### config.mk
export PLATFORM = sky130hd
export DESIGN_NAME = gregorian_date_add_days
export DESIGN_NICKNAME = d
export VERILOG_FILES = /design/src/hdl/gdad_pkg.sv /design/src/hdl/gregorian_date_add_days.sv /design/src/hdl/gdad_ctrl.sv /design/src/hdl/gdad_datapath.sv
export SDC_FILE = /design/constraint.sdc
export NUM_CORES = 1
export LEC_CHECK = 0
export BUFFER_PORTS_ARGS = -buffer_cell sky130_fd_sc_hd__buf_2
export CORE_UTILIZATION = 60
export DETAILED_ROUTE_END_ITERATION = 7
export PLACE_DENSITY = 0.79
export RECOVER_POWER = 100
export SYNTH_ARGS = -nofsm -noshare
export SYNTH_HDL_FRONTEND = slang
export SYNTH_HIERARCHICAL = 1
export SYNTH_SLANG_ARGS = --single-unit
### constraint.sdc
create_clock -name clk -period 7.45 [get_ports clk]
set_input_delay 0.3725 -clock clk [delete_from_list [all_inputs] [get_ports clk]]
set_output_delay 0.3725 -clock clk [all_outputs]
set_load 0.01 [all_outputs]
### src/hdl/gdad_pkg.sv
`default_nettype none
// ----------------------------------------------------------------------------
// gdad_pkg
// Shared types, constants and the month length function for the Gregorian
// date adder.
// ----------------------------------------------------------------------------
package gdad_pkg;

    localparam int DayW   = 5;
    localparam int MonW   = 4;
    localparam int YearW  = 16;
    localparam int AddW   = 16;
    localparam int RemW   = 17;   // day count never wraps at this width

    localparam int ModBase       = 25;  // year mod 25 gives the century test
    localparam int ModRecipW     = 17;
    localparam int ModRecipShift = 21;  // (y * ModRecip) >> 21 is y / 25 for any 16-bit y
    localparam int ModProdW      = YearW + ModRecipW;
    localparam int QuoW          = 12;  // 65535 / 25 fits in 12 bits
    localparam int ModMax        = ModBase - 1;
    localparam int MonDec        = 12;

    localparam logic [ModRecipW-1:0] ModRecip = 17'd83887;  // ceil(2^21 / 25)

    localparam logic [DayW-1:0] FebLeap   = 5'd29;
    localparam logic [DayW-1:0] FebCommon = 5'd28;

    typedef struct packed {
        logic [DayW-1:0]  in_day;
        logic [MonW-1:0]  in_month;
        logic [YearW-1:0] in_year;
        logic [AddW-1:0]  days_to_add;
    } gdad_in_t;

    typedef struct packed {
        logic [DayW-1:0]  out_day;
        logic [MonW-1:0]  out_month;
        logic [YearW-1:0] out_year;
        logic             year_overflow;
    } gdad_out_t;

    // controller -> datapath
    typedef struct packed {
        logic load;       // capture a new transaction
        logic mod_step;   // one step of year mod 25: quotient, then residue
        logic sum_step;   // add the length of one month before the start month
        logic walk_init;  // restart the month walk at January
        logic walk_step;  // subtract one month length and advance
        logic out_load;   // move the finished date into the output register
    } gdad_cmd_t;

    // datapath -> controller
    typedef struct packed {
        logic mod_last;
        logic sum_done;
        logic walk_done;
        logic out_free;
    } gdad_sts_t;

    function automatic logic [DayW-1:0] days_in(input logic [MonW-1:0] m,
                                                input logic            leap);
        logic [DayW-1:0] len;
        case (m)
            4'd1, 4'd3, 4'd5, 4'd7, 4'd8, 4'd10, 4'd12: len = 5'd31;
            4'd4, 4'd6, 4'd9, 4'd11:                    len = 5'd30;
            4'd2:    len = leap ? FebLeap : FebCommon;
            default: len = '0;
        endcase
        return len;
    endfunction

endpackage
`default_nettype wire

### src/hdl/gregorian_date_add_days.sv
`default_nettype none
// ----------------------------------------------------------------------------
// gregorian_date_add_days
// Adds a day count to a Gregorian date (4/100/400 leap rule) and returns the
// resulting date, with a flag when the year wraps past 65535.
// ----------------------------------------------------------------------------
//
//  channel | signals                      | direction | moves
//  --------+------------------------------+-----------+-------------------------
//  in      | in_valid, in_ready, in_data  | into      | start date + day count
//  out     | out_valid, out_ready, out_data| out of   | resulting date + flag
//
//  Sequence: load, mod (quotient, then residue), the sum of the months before
//  the start month, the month walk, then the output load; the month walker,
//  subtracting one month length per cycle, dominates for long day counts.
//  Reset: rst_n clears the sequencer and output valid only; no clearing pass.
//  Stalls: the result sits in an output register, so a new transaction is
//  accepted while it waits; a finished date holds in the walker until the
//  output register is free.
//
module gregorian_date_add_days (
    input  wire                 clk,
    input  wire                 rst_n,
    input  wire                 in_valid,
    output logic                in_ready,
    input  gdad_pkg::gdad_in_t  in_data,
    output logic                out_valid,
    input  wire                 out_ready,
    output gdad_pkg::gdad_out_t out_data
);
    import gdad_pkg::*;

    gdad_cmd_t cmd;
    gdad_sts_t sts;

    // Sequencer: IDLE -> MOD (quotient, then residue of year mod 25) -> SUM
    // (months before the start month) -> WALK (month by month from January)
    // -> LOAD.
    gdad_ctrl u_ctrl (
        .clk      (clk),
        .rst_n    (rst_n),
        .in_valid (in_valid),
        .in_ready (in_ready),
        .sts      (sts),
        .cmd      (cmd)
    );

    // Datapath: 17-bit day count, month counter, year with its residue mod 25
    // (kept in step with the year so the century test needs no divider).
    gdad_datapath u_dp (
        .clk       (clk),
        .rst_n     (rst_n),
        .cmd       (cmd),
        .sts       (sts),
        .in_data   (in_data),
        .out_valid (out_valid),
        .out_ready (out_ready),
        .out_data  (out_data)
    );

    // A transaction in flight blocks the input for at least the next cycle.
    assert property (@(posedge clk) disable iff (!rst_n)
        (in_valid && in_ready) |=> !in_ready)
        else $error("input accepted while a transaction is in flight");

    // The walker always lands on a real month.
    assert property (@(posedge clk) disable iff (!rst_n)
        out_valid |-> (out_data.out_month >= 4'd1) && (out_data.out_month <= 4'd12))
        else $error("result month out of range");

    // A result is only produced through the sequencer's load step.
    assert property (@(posedge clk) disable iff (!rst_n)
        $rose(out_valid) |-> $past(cmd.out_load))
        else $error("output valid rose without a load");

endmodule
`default_nettype wire

### src/hdl/gdad_ctrl.sv
`default_nettype none
// ----------------------------------------------------------------------------
// gdad_ctrl
// Sequencer: reduce year mod 25, sum the leading months, walk the months, load the result.
// ----------------------------------------------------------------------------
module gdad_ctrl (
    input  wire                 clk,
    input  wire                 rst_n,
    input  wire                 in_valid,
    output logic                in_ready,
    input  gdad_pkg::gdad_sts_t sts,
    output gdad_pkg::gdad_cmd_t cmd
);
    import gdad_pkg::*;

    typedef enum logic [4:0] {
        ST_IDLE = 5'b00001,
        ST_MOD  = 5'b00010,
        ST_SUM  = 5'b00100,
        ST_WALK = 5'b01000,
        ST_LOAD = 5'b10000
    } state_t;

    state_t state_reg, state_next;

    always_ff @(posedge clk or negedge rst_n)
    begin
        if (!rst_n)
        begin
            state_reg <= ST_IDLE;
        end
        else
        begin
            state_reg <= state_next;
        end
    end

    always_comb
    begin
        state_next = state_reg;
        cmd        = '0;
        in_ready   = 1'b0;
        case (state_reg)
            ST_IDLE:
            begin
                in_ready = 1'b1;
                if (in_valid)
                begin
                    cmd.load   = 1'b1;
                    state_next = ST_MOD;
                end
            end
            ST_MOD:
            begin
                cmd.mod_step = 1'b1;
                if (sts.mod_last)
                begin
                    state_next = ST_SUM;
                end
            end
            ST_SUM:
            begin
                if (sts.sum_done)
                begin
                    cmd.walk_init = 1'b1;
                    state_next    = ST_WALK;
                end
                else
                begin
                    cmd.sum_step = 1'b1;
                end
            end
            ST_WALK:
            begin
                if (sts.walk_done)
                begin
                    state_next = ST_LOAD;
                end
                else
                begin
                    cmd.walk_step = 1'b1;
                end
            end
            ST_LOAD:
            begin
                if (sts.out_free)
                begin
                    cmd.out_load = 1'b1;
                    state_next   = ST_IDLE;
                end
            end
            default:
            begin
                state_next = ST_IDLE;
            end
        endcase
    end

endmodule
`default_nettype wire

### src/hdl/gdad_datapath.sv
`default_nettype none
// ----------------------------------------------------------------------------
// gdad_datapath
// Day count, month walker, year with its mod-25 residue, output register.
// ----------------------------------------------------------------------------
module gdad_datapath (
    input  wire                 clk,
    input  wire                 rst_n,
    input  gdad_pkg::gdad_cmd_t cmd,
    output gdad_pkg::gdad_sts_t sts,
    input  gdad_pkg::gdad_in_t  in_data,
    output logic                out_valid,
    input  wire                 out_ready,
    output gdad_pkg::gdad_out_t out_data
);
    import gdad_pkg::*;

    logic [RemW-1:0]  rem_reg,    rem_next;
    logic [MonW-1:0]  mon_reg,    mon_next;
    logic [MonW-1:0]  start_reg,  start_next;
    logic [YearW-1:0] year_reg,   year_next;
    logic [YearW-1:0] ymod_reg,   ymod_next;
    logic             kcnt_reg,   kcnt_next;
    logic [QuoW-1:0]  quo_reg,    quo_next;
    logic             ovf_reg,    ovf_next;
    logic             ovalid_reg, ovalid_next;
    gdad_out_t        odata_reg,  odata_next;

    logic [QuoW-1:0]  mod_quo;
    logic [YearW-1:0] mod_sub;
    logic             leap;
    logic [DayW-1:0]  len;

    // with y mod 4 == 0: leap unless y mod 100 == 0, except y mod 400 == 0
    assign leap    = (year_reg[1:0] == 2'b00) &&
                     ((ymod_reg[4:0] != 5'd0) || (year_reg[3:0] == 4'd0));
    assign len     = days_in(mon_reg, leap);
    // year / 25 by reciprocal multiply, then the residue in the following cycle from the registered quotient
    assign mod_quo = QuoW'((ModProdW'(ymod_reg) * ModProdW'(ModRecip)) >> ModRecipShift);
    assign mod_sub = YearW'(quo_reg) * YearW'(ModBase);

    assign sts.mod_last  = !kcnt_reg;
    assign sts.sum_done  = (mon_reg >= start_reg);
    assign sts.walk_done = (rem_reg <= RemW'(len));
    assign sts.out_free  = !ovalid_reg || out_ready;

    always_comb
    begin
        rem_next    = rem_reg;
        mon_next    = mon_reg;
        start_next  = start_reg;
        year_next   = year_reg;
        ymod_next   = ymod_reg;
        kcnt_next   = kcnt_reg;
        quo_next    = quo_reg;
        ovf_next    = ovf_reg;
        odata_next  = odata_reg;
        ovalid_next = ovalid_reg && !out_ready;

        if (cmd.load)
        begin
            rem_next   = RemW'(in_data.in_day) + RemW'(in_data.days_to_add);
            mon_next   = MonW'(1);
            start_next = in_data.in_month;
            year_next  = in_data.in_year;
            ymod_next  = in_data.in_year;
            kcnt_next  = 1'b1;
            ovf_next   = 1'b0;
        end

        if (cmd.mod_step)
        begin
            if (kcnt_reg)
            begin
                quo_next = mod_quo;
            end
            else
            begin
                ymod_next = ymod_reg - mod_sub;
            end
            kcnt_next = 1'b0;
        end

        if (cmd.sum_step)
        begin
            rem_next = rem_reg + RemW'(len);
            mon_next = mon_reg + MonW'(1);
        end

        if (cmd.walk_init)
        begin
            mon_next = MonW'(1);
        end

        if (cmd.walk_step)
        begin
            rem_next = rem_reg - RemW'(len);
            if (mon_reg == MonW'(MonDec))
            begin
                mon_next = MonW'(1);
                if (year_reg == '1)
                begin
                    year_next = '0;
                    ymod_next = '0;
                    ovf_next  = 1'b1;
                end
                else
                begin
                    year_next = year_reg + YearW'(1);
                    ymod_next = (ymod_reg == YearW'(ModMax)) ? '0 : ymod_reg + YearW'(1);
                end
            end
            else
            begin
                mon_next = mon_reg + MonW'(1);
            end
        end

        if (cmd.out_load)
        begin
            odata_next.out_day       = rem_reg[DayW-1:0];
            odata_next.out_month     = mon_reg;
            odata_next.out_year      = year_reg;
            odata_next.year_overflow = ovf_reg;
            ovalid_next              = 1'b1;
        end
    end

    always_ff @(posedge clk or negedge rst_n)
    begin
        if (!rst_n)
        begin
            ovalid_reg <= 1'b0;
        end
        else
        begin
            ovalid_reg <= ovalid_next;
        end
    end

    always_ff @(posedge clk)
    begin
        rem_reg   <= rem_next;
        mon_reg   <= mon_next;
        start_reg <= start_next;
        year_reg  <= year_next;
        ymod_reg  <= ymod_next;
        kcnt_reg  <= kcnt_next;
        quo_reg   <= quo_next;
        ovf_reg   <= ovf_next;
        odata_reg <= odata_next;
    end

    assign out_valid = ovalid_reg;
    assign out_data  = odata_reg;

endmodule
`default_nettype wire
## After elaboration in Yosys (flattened, before gate mapping)

Index checks and enable logic that the tools add are counted.

| storage, ports and cells | value |
|---|---|
| flip-flop bits (word level) | 103 |
| bits in latches | 0 |
| memory bits (writable) | 0 |
| bits in read-only memories | 0 |
| input port bits | 45 |
| output and inout bits | 28 |
| logic and storage cells | 107 |
| memories kept | 0 |

| operators by class | value |
|---|---|
| add/sub/neg operators | 7 |
| multiply operators | 2 |
| divide/modulo/power cells | 0 |
| magnitude comparators | 2 |
| equal/unequal tests | 24 |
| shift operators | 0 |
| mux-type cells | 43 |
| bitwise operators | 0 |
| reductions and logical operators | 15 |

Operator list:

| cell | number |
|---|---|
| $mux 16 | 11 |
| $mux 17 | 3 |
| $mul 16x17->33 const B | 1 |
| $add 16x1->16 const B | 2 |
| $mux 5 | 5 |
| $pmux 5 s5 | 1 |
| $eq 4x4->1 const B | 5 |
| $mux 4 | 5 |
| $add 17x5->17 | 1 |
| $add 5x16->17 | 1 |
| $le 17x5->1 | 1 |
| $sub 17x5->17 | 1 |
| $eq 16x16->1 const B | 1 |
| $eq 16x5->1 const B | 1 |
| $eq 4x3->1 const B | 4 |
| $mul 12x5->16 const B | 1 |
| $mux 1 | 16 |
| $sub 16x16->16 | 1 |
| $pmux 5 s3 | 1 |
| $ne 2x2->1 const B | 5 |
| $eq 4x2->1 const B | 2 |
| $reduce_or 7->1 | 1 |
| $eq 5x1->1 const B | 1 |
| $eq 5x2->1 const B | 1 |
| 18 further kinds | 21 |

## Logic depth before layout (Yosys ltp)

| logic depth | value |
|---|---|
| word-level depth | 9 |
| gate-level depth with buffers | 22 |
| gate-level depth less buffers | 21 |

## Modules after synthesis

The synthesis kept the hierarchy.

By module, submodules not included:

| module | instances | cells each | area each (µm²) | sequential area each (µm²) |
|---|---|---|---|---|
| gdad_datapath | 1 | 1,339 | 12,598.3 | 2,597.5 |
| gdad_ctrl | 1 | 46 | 402.9 | 126.4 |

## Worst setup path before layout

OpenSTA, ideal clock, no wires.

| timing path | value |
|---|---|
| path kind | flip-flop to flip-flop |
| from | register u_dp.ymod_reg[10] |
| to | register u_dp.quo_reg[11], data pin |
| library setup time | 264 ps |
| arrival | 5,325 ps |
| data required time | 7,186 ps |
| path slack | 1,862 ps |
| cell stages (with the launch flop) | 16 |
| buffers on the path | 0 |
| period minus slack after synthesis | 5,588 ps |
| path through | dfxtp_1 fa_1 fa_1 inv_1 fa_1 inv_1 fa_1 fa_1 fa_1 ha_1 a21oi_1 o211ai_1 a2111oi_0 o211ai_1 and2_1 o41a_1 |

| between the ends | value |
|---|---|
| cells in the longest elaborated chain, start to end | 1 |

Ends and longest elaborated chain:

| what | RTL line | text |
|---|---|---|
| start: declaration | gdad_datapath.sv:22 | `logic [YearW-1:0] ymod_reg, ymod_next;` |
| start signal: assignment | gdad_datapath.sv:147 | `ymod_reg <= ymod_next;` |
| $mul 16x17->33 | gdad_datapath.sv:39 | `assign mod_quo = QuoW'((ModProdW'(ymod_reg) * ModProdW'(ModRecip)) >> ModRecipShift);` |
| via u_dp.mod_quo[11] | gdad_datapath.sv:29 | `logic [QuoW-1:0] mod_quo;` |
| end signal: assignment | gdad_datapath.sv:149 | `quo_reg <= quo_next;` |
| end: declaration | gdad_datapath.sv:24 | `logic [QuoW-1:0] quo_reg, quo_next;` |

The timed path passes the listed nets, and every way through them passes these cells.
A chain may end at the register's enable or synchronous reset.

==> flow_summary.toml <==
[route]
routed_via_density = 6.08
drc = 0
wirelength_um = 32400
wl_per_cell_um = 18.8
drtIter0Drc = 846
firstDrtPassIters = 7
dr_total_vias = 10471
ant_nets = 0

[cells_and_area]
diodes = 0
layout.nets = 1813
final_cell_mix = "258 x inv_1, 206 x ha_1, 120 x fa_1, 71 x nand2_1, 68 x nor2_1"
instances_no_fill = 1722
stdcell_area_mm2 = 0.0139
largest_register_ffs = 26
final_core_util_pct = 65.5
synthToLayoutAreaGrowth_pct = 6.59
final_common_cell = "inv_1"
layout-drive-gt1-share_pct = 5.46

[floorplan]
die_area_mm2 = 0.0223
coreArea_mm2 = 0.0212
die_x_um = 149
rows = 53
dieHeight_um = 149
start_util_pct = 61.5
num_io_pins = 73

[setup_path]
cp_num_buf_inv = 3
crit_path_end_kind = "flip-flop"
path_cells = "inv_1 > ha_1 > nor3_1 > a21oi_1 > nor2_1 > a21oi_1 > a21oi_1 > inv_1 > ha_1 > nor3_1 > o21ai_0 > nand3_1 > a211oi_1 > nor3b_4 > and2_4 > nand4_1 > clkbuf_1 > nand2_1 > nor2_1 > nand2_1 > mux2i_1 > or3_1"
cpPeakStageDelay_ns = 0.70
worst_setup_path_start_kind = "flip-flop"
crit_family = "simple AND/OR/NAND/NOR gates"
cp_slowest_cell = "clkbuf_1"
crit_fanout = 32
cp-startpoint = "u_dp/mon_reg[0]"
path_common_cell = "a21oi_1"
timing.rr.start = "u_dp/mon_reg[0]"
crit_type = "flip-flop to flip-flop"
required_ns = 7.75
arrival_ns = 6.64

[sta]
tns_ns = 0
report.final.slew_viol_count = 66
max_freq_ghz = 0.158
finalSetupViolCount = 0
timing.final.crit_share_pct = 85.2
rsz0062_at_grt = "false"
tightestPinTransition_ns = 2.12
finalHoldViolCount = 0
relSlewSlack_pct = -41.6
fin_skew_ns = 0.0161
period_needed_ns = 6.35

[logic_synthesis]
synthCells = 1385
synth_edf_count = 63
synth_top_area_share_pct = 19.8
syn_avg_cell_area_um2 = 9.39
synth_warnings = 6
synth_seq_area_share_pct = 21.0
synth-main-ff-cell = "edfxtp_1"
syn-cell-area_mm2 = 0.0130
netlist_top_cells_area = "ha_1 20%, fa_1 18%, edfxtp_1 15%, inv_1 7.4%, dfxtp_1 5.2%"
synthArstFlopShare_pct = 5.83
synth_top_cell_by_area = "ha_1"
yosysUniqueCellTypes = 82
yosys_register_bits = 103
syn-num-nets = 1756

[clocking]
cts-resized-gates = 0
clkTransAtPathRegs_ns = 0.08
cts_buffers = 9
clock_latency_ns = 0.37
clock_sinks = 103
clk_path_buf_depth = 2
cts_root_buf = "clkbuf_16"
cts_setup_buffers = 0
cts_tree = "yes"
htree_levels = 3
ctsHoldBuffers = 1

[global_route]
grt-ovfl-total = 0
grt_max_degree = 38
grt_pass1_wl_um = 53200
track_usage_pct = 30.7
antenna_found_initial = 0
grt_pass1_vias = 10318

[placed_design]
dp.cells = 1705
place.detailed.hpwl_um = 26200
place_area_mm2 = 0.0136
io_buffers = 72
globalplace.congestion = 0.948

[min_path]
hp-class = "input pin to flip-flop"
hp-start = "in_data[33]"

[outcome]
run_status = "finished with violations"
violations = "capacitance limit, slew limit"

[run]
max_cap_viol_count = 2
-- through the flow --
step           setup WS (ns)  hold slack (ns)
3_3_place_gp            1.51            0.204
3_5_place_dp            1.30            0.210
5_1_grt                0.707            0.194
4_1_cts                 1.27            0.191
6_report                1.10            0.198
2_1_floorplan           1.86           0.0769
-- final timing paths --
kind	slack, ns	end	depth (start not counted)
worst min register to register	0.44	u_dp/out_data[0]	0
worst min-delay path	0.20	u_dp/start_reg[1]	1
max in group asynchronous	6.73	u_ctrl/state_reg[0]	2
min in group asynchronous	0.42	u_ctrl/state_reg[2]	2
worst max-delay path	1.10	u_dp/ymod_reg[15]	22
worst max register to register	1.10	u_dp/ymod_reg[15]	22
-- cells in the mapped netlist, types with 5 or more instances --
| cell type | n |
|---|---|
| nand2b_1 | 8 |
| clkbuf_1 | 25 |
| dfrtp_1 | 5 |
| or2_2 | 5 |
| nor2b_1 | 18 |
| nand4_1 | 19 |
| a221o_1 | 10 |
| edfxtp_1 | 63 |
| inv_1 | 258 |
| o221ai_1 | 6 |
| o21ai_0 | 63 |
| mux2i_1 | 20 |
| nor3b_1 | 6 |
| o21bai_1 | 7 |
| o22ai_1 | 13 |
| a31oi_1 | 10 |
| a22oi_1 | 6 |
| ha_1 | 206 |
| a211oi_1 | 8 |
| o2111ai_1 | 8 |
| xnor2_1 | 35 |
| nor3_1 | 24 |
| a21oi_1 | 66 |
| a21o_1 | 11 |
| and3_1 | 11 |
| o211ai_1 | 15 |
| nor2_1 | 68 |
| nand2_1 | 71 |
| nand3_1 | 35 |
| fa_1 | 120 |
| o311ai_0 | 7 |
| xor2_1 | 25 |
| or3_1 | 8 |
| o21a_1 | 7 |
| and2_1 | 9 |
| dfxtp_1 | 34 |
| o211a_1 | 5 |
-- final cells by class --
type	instances	area, um^2
clock buffers	10	250
clock inverters	6	53.8
fillers	1710	7300
inverters	258	968
multi-input cells	991	9160
flip-flops and latches	103	2720
well taps	275	344
repair buffers	79	360
-- metal layers --
layer	track usage, %	up-vias	share of wire, %
met5	0	-	0
met4	9.39	0	2.4
met3	4.10	66	6.7
met2	49.1	416	47
met1	43.1	5081	44
li1	-	4908	-
-- kinds of logic after synthesis --
| group | count (synthesis) | share of synthesized area [%] |
|---|---|---|
| adders and majority gates | 326 | 38.3 |
| xor gates and xnor gates | 60 | 4.04 |
| and+or+nand+nor | 308 | 12.3 |
| AOI/OAI and AO/OA | 276 | 14.2 |
| muxes | 21 | 1.63 |
| DFF | 103 | 21.0 |
| buffers and inverters | 291 | 8.60 |
Power is not shown: default switching activity piles up to over one toggle a cycle in this logic, so the estimate is an artifact.
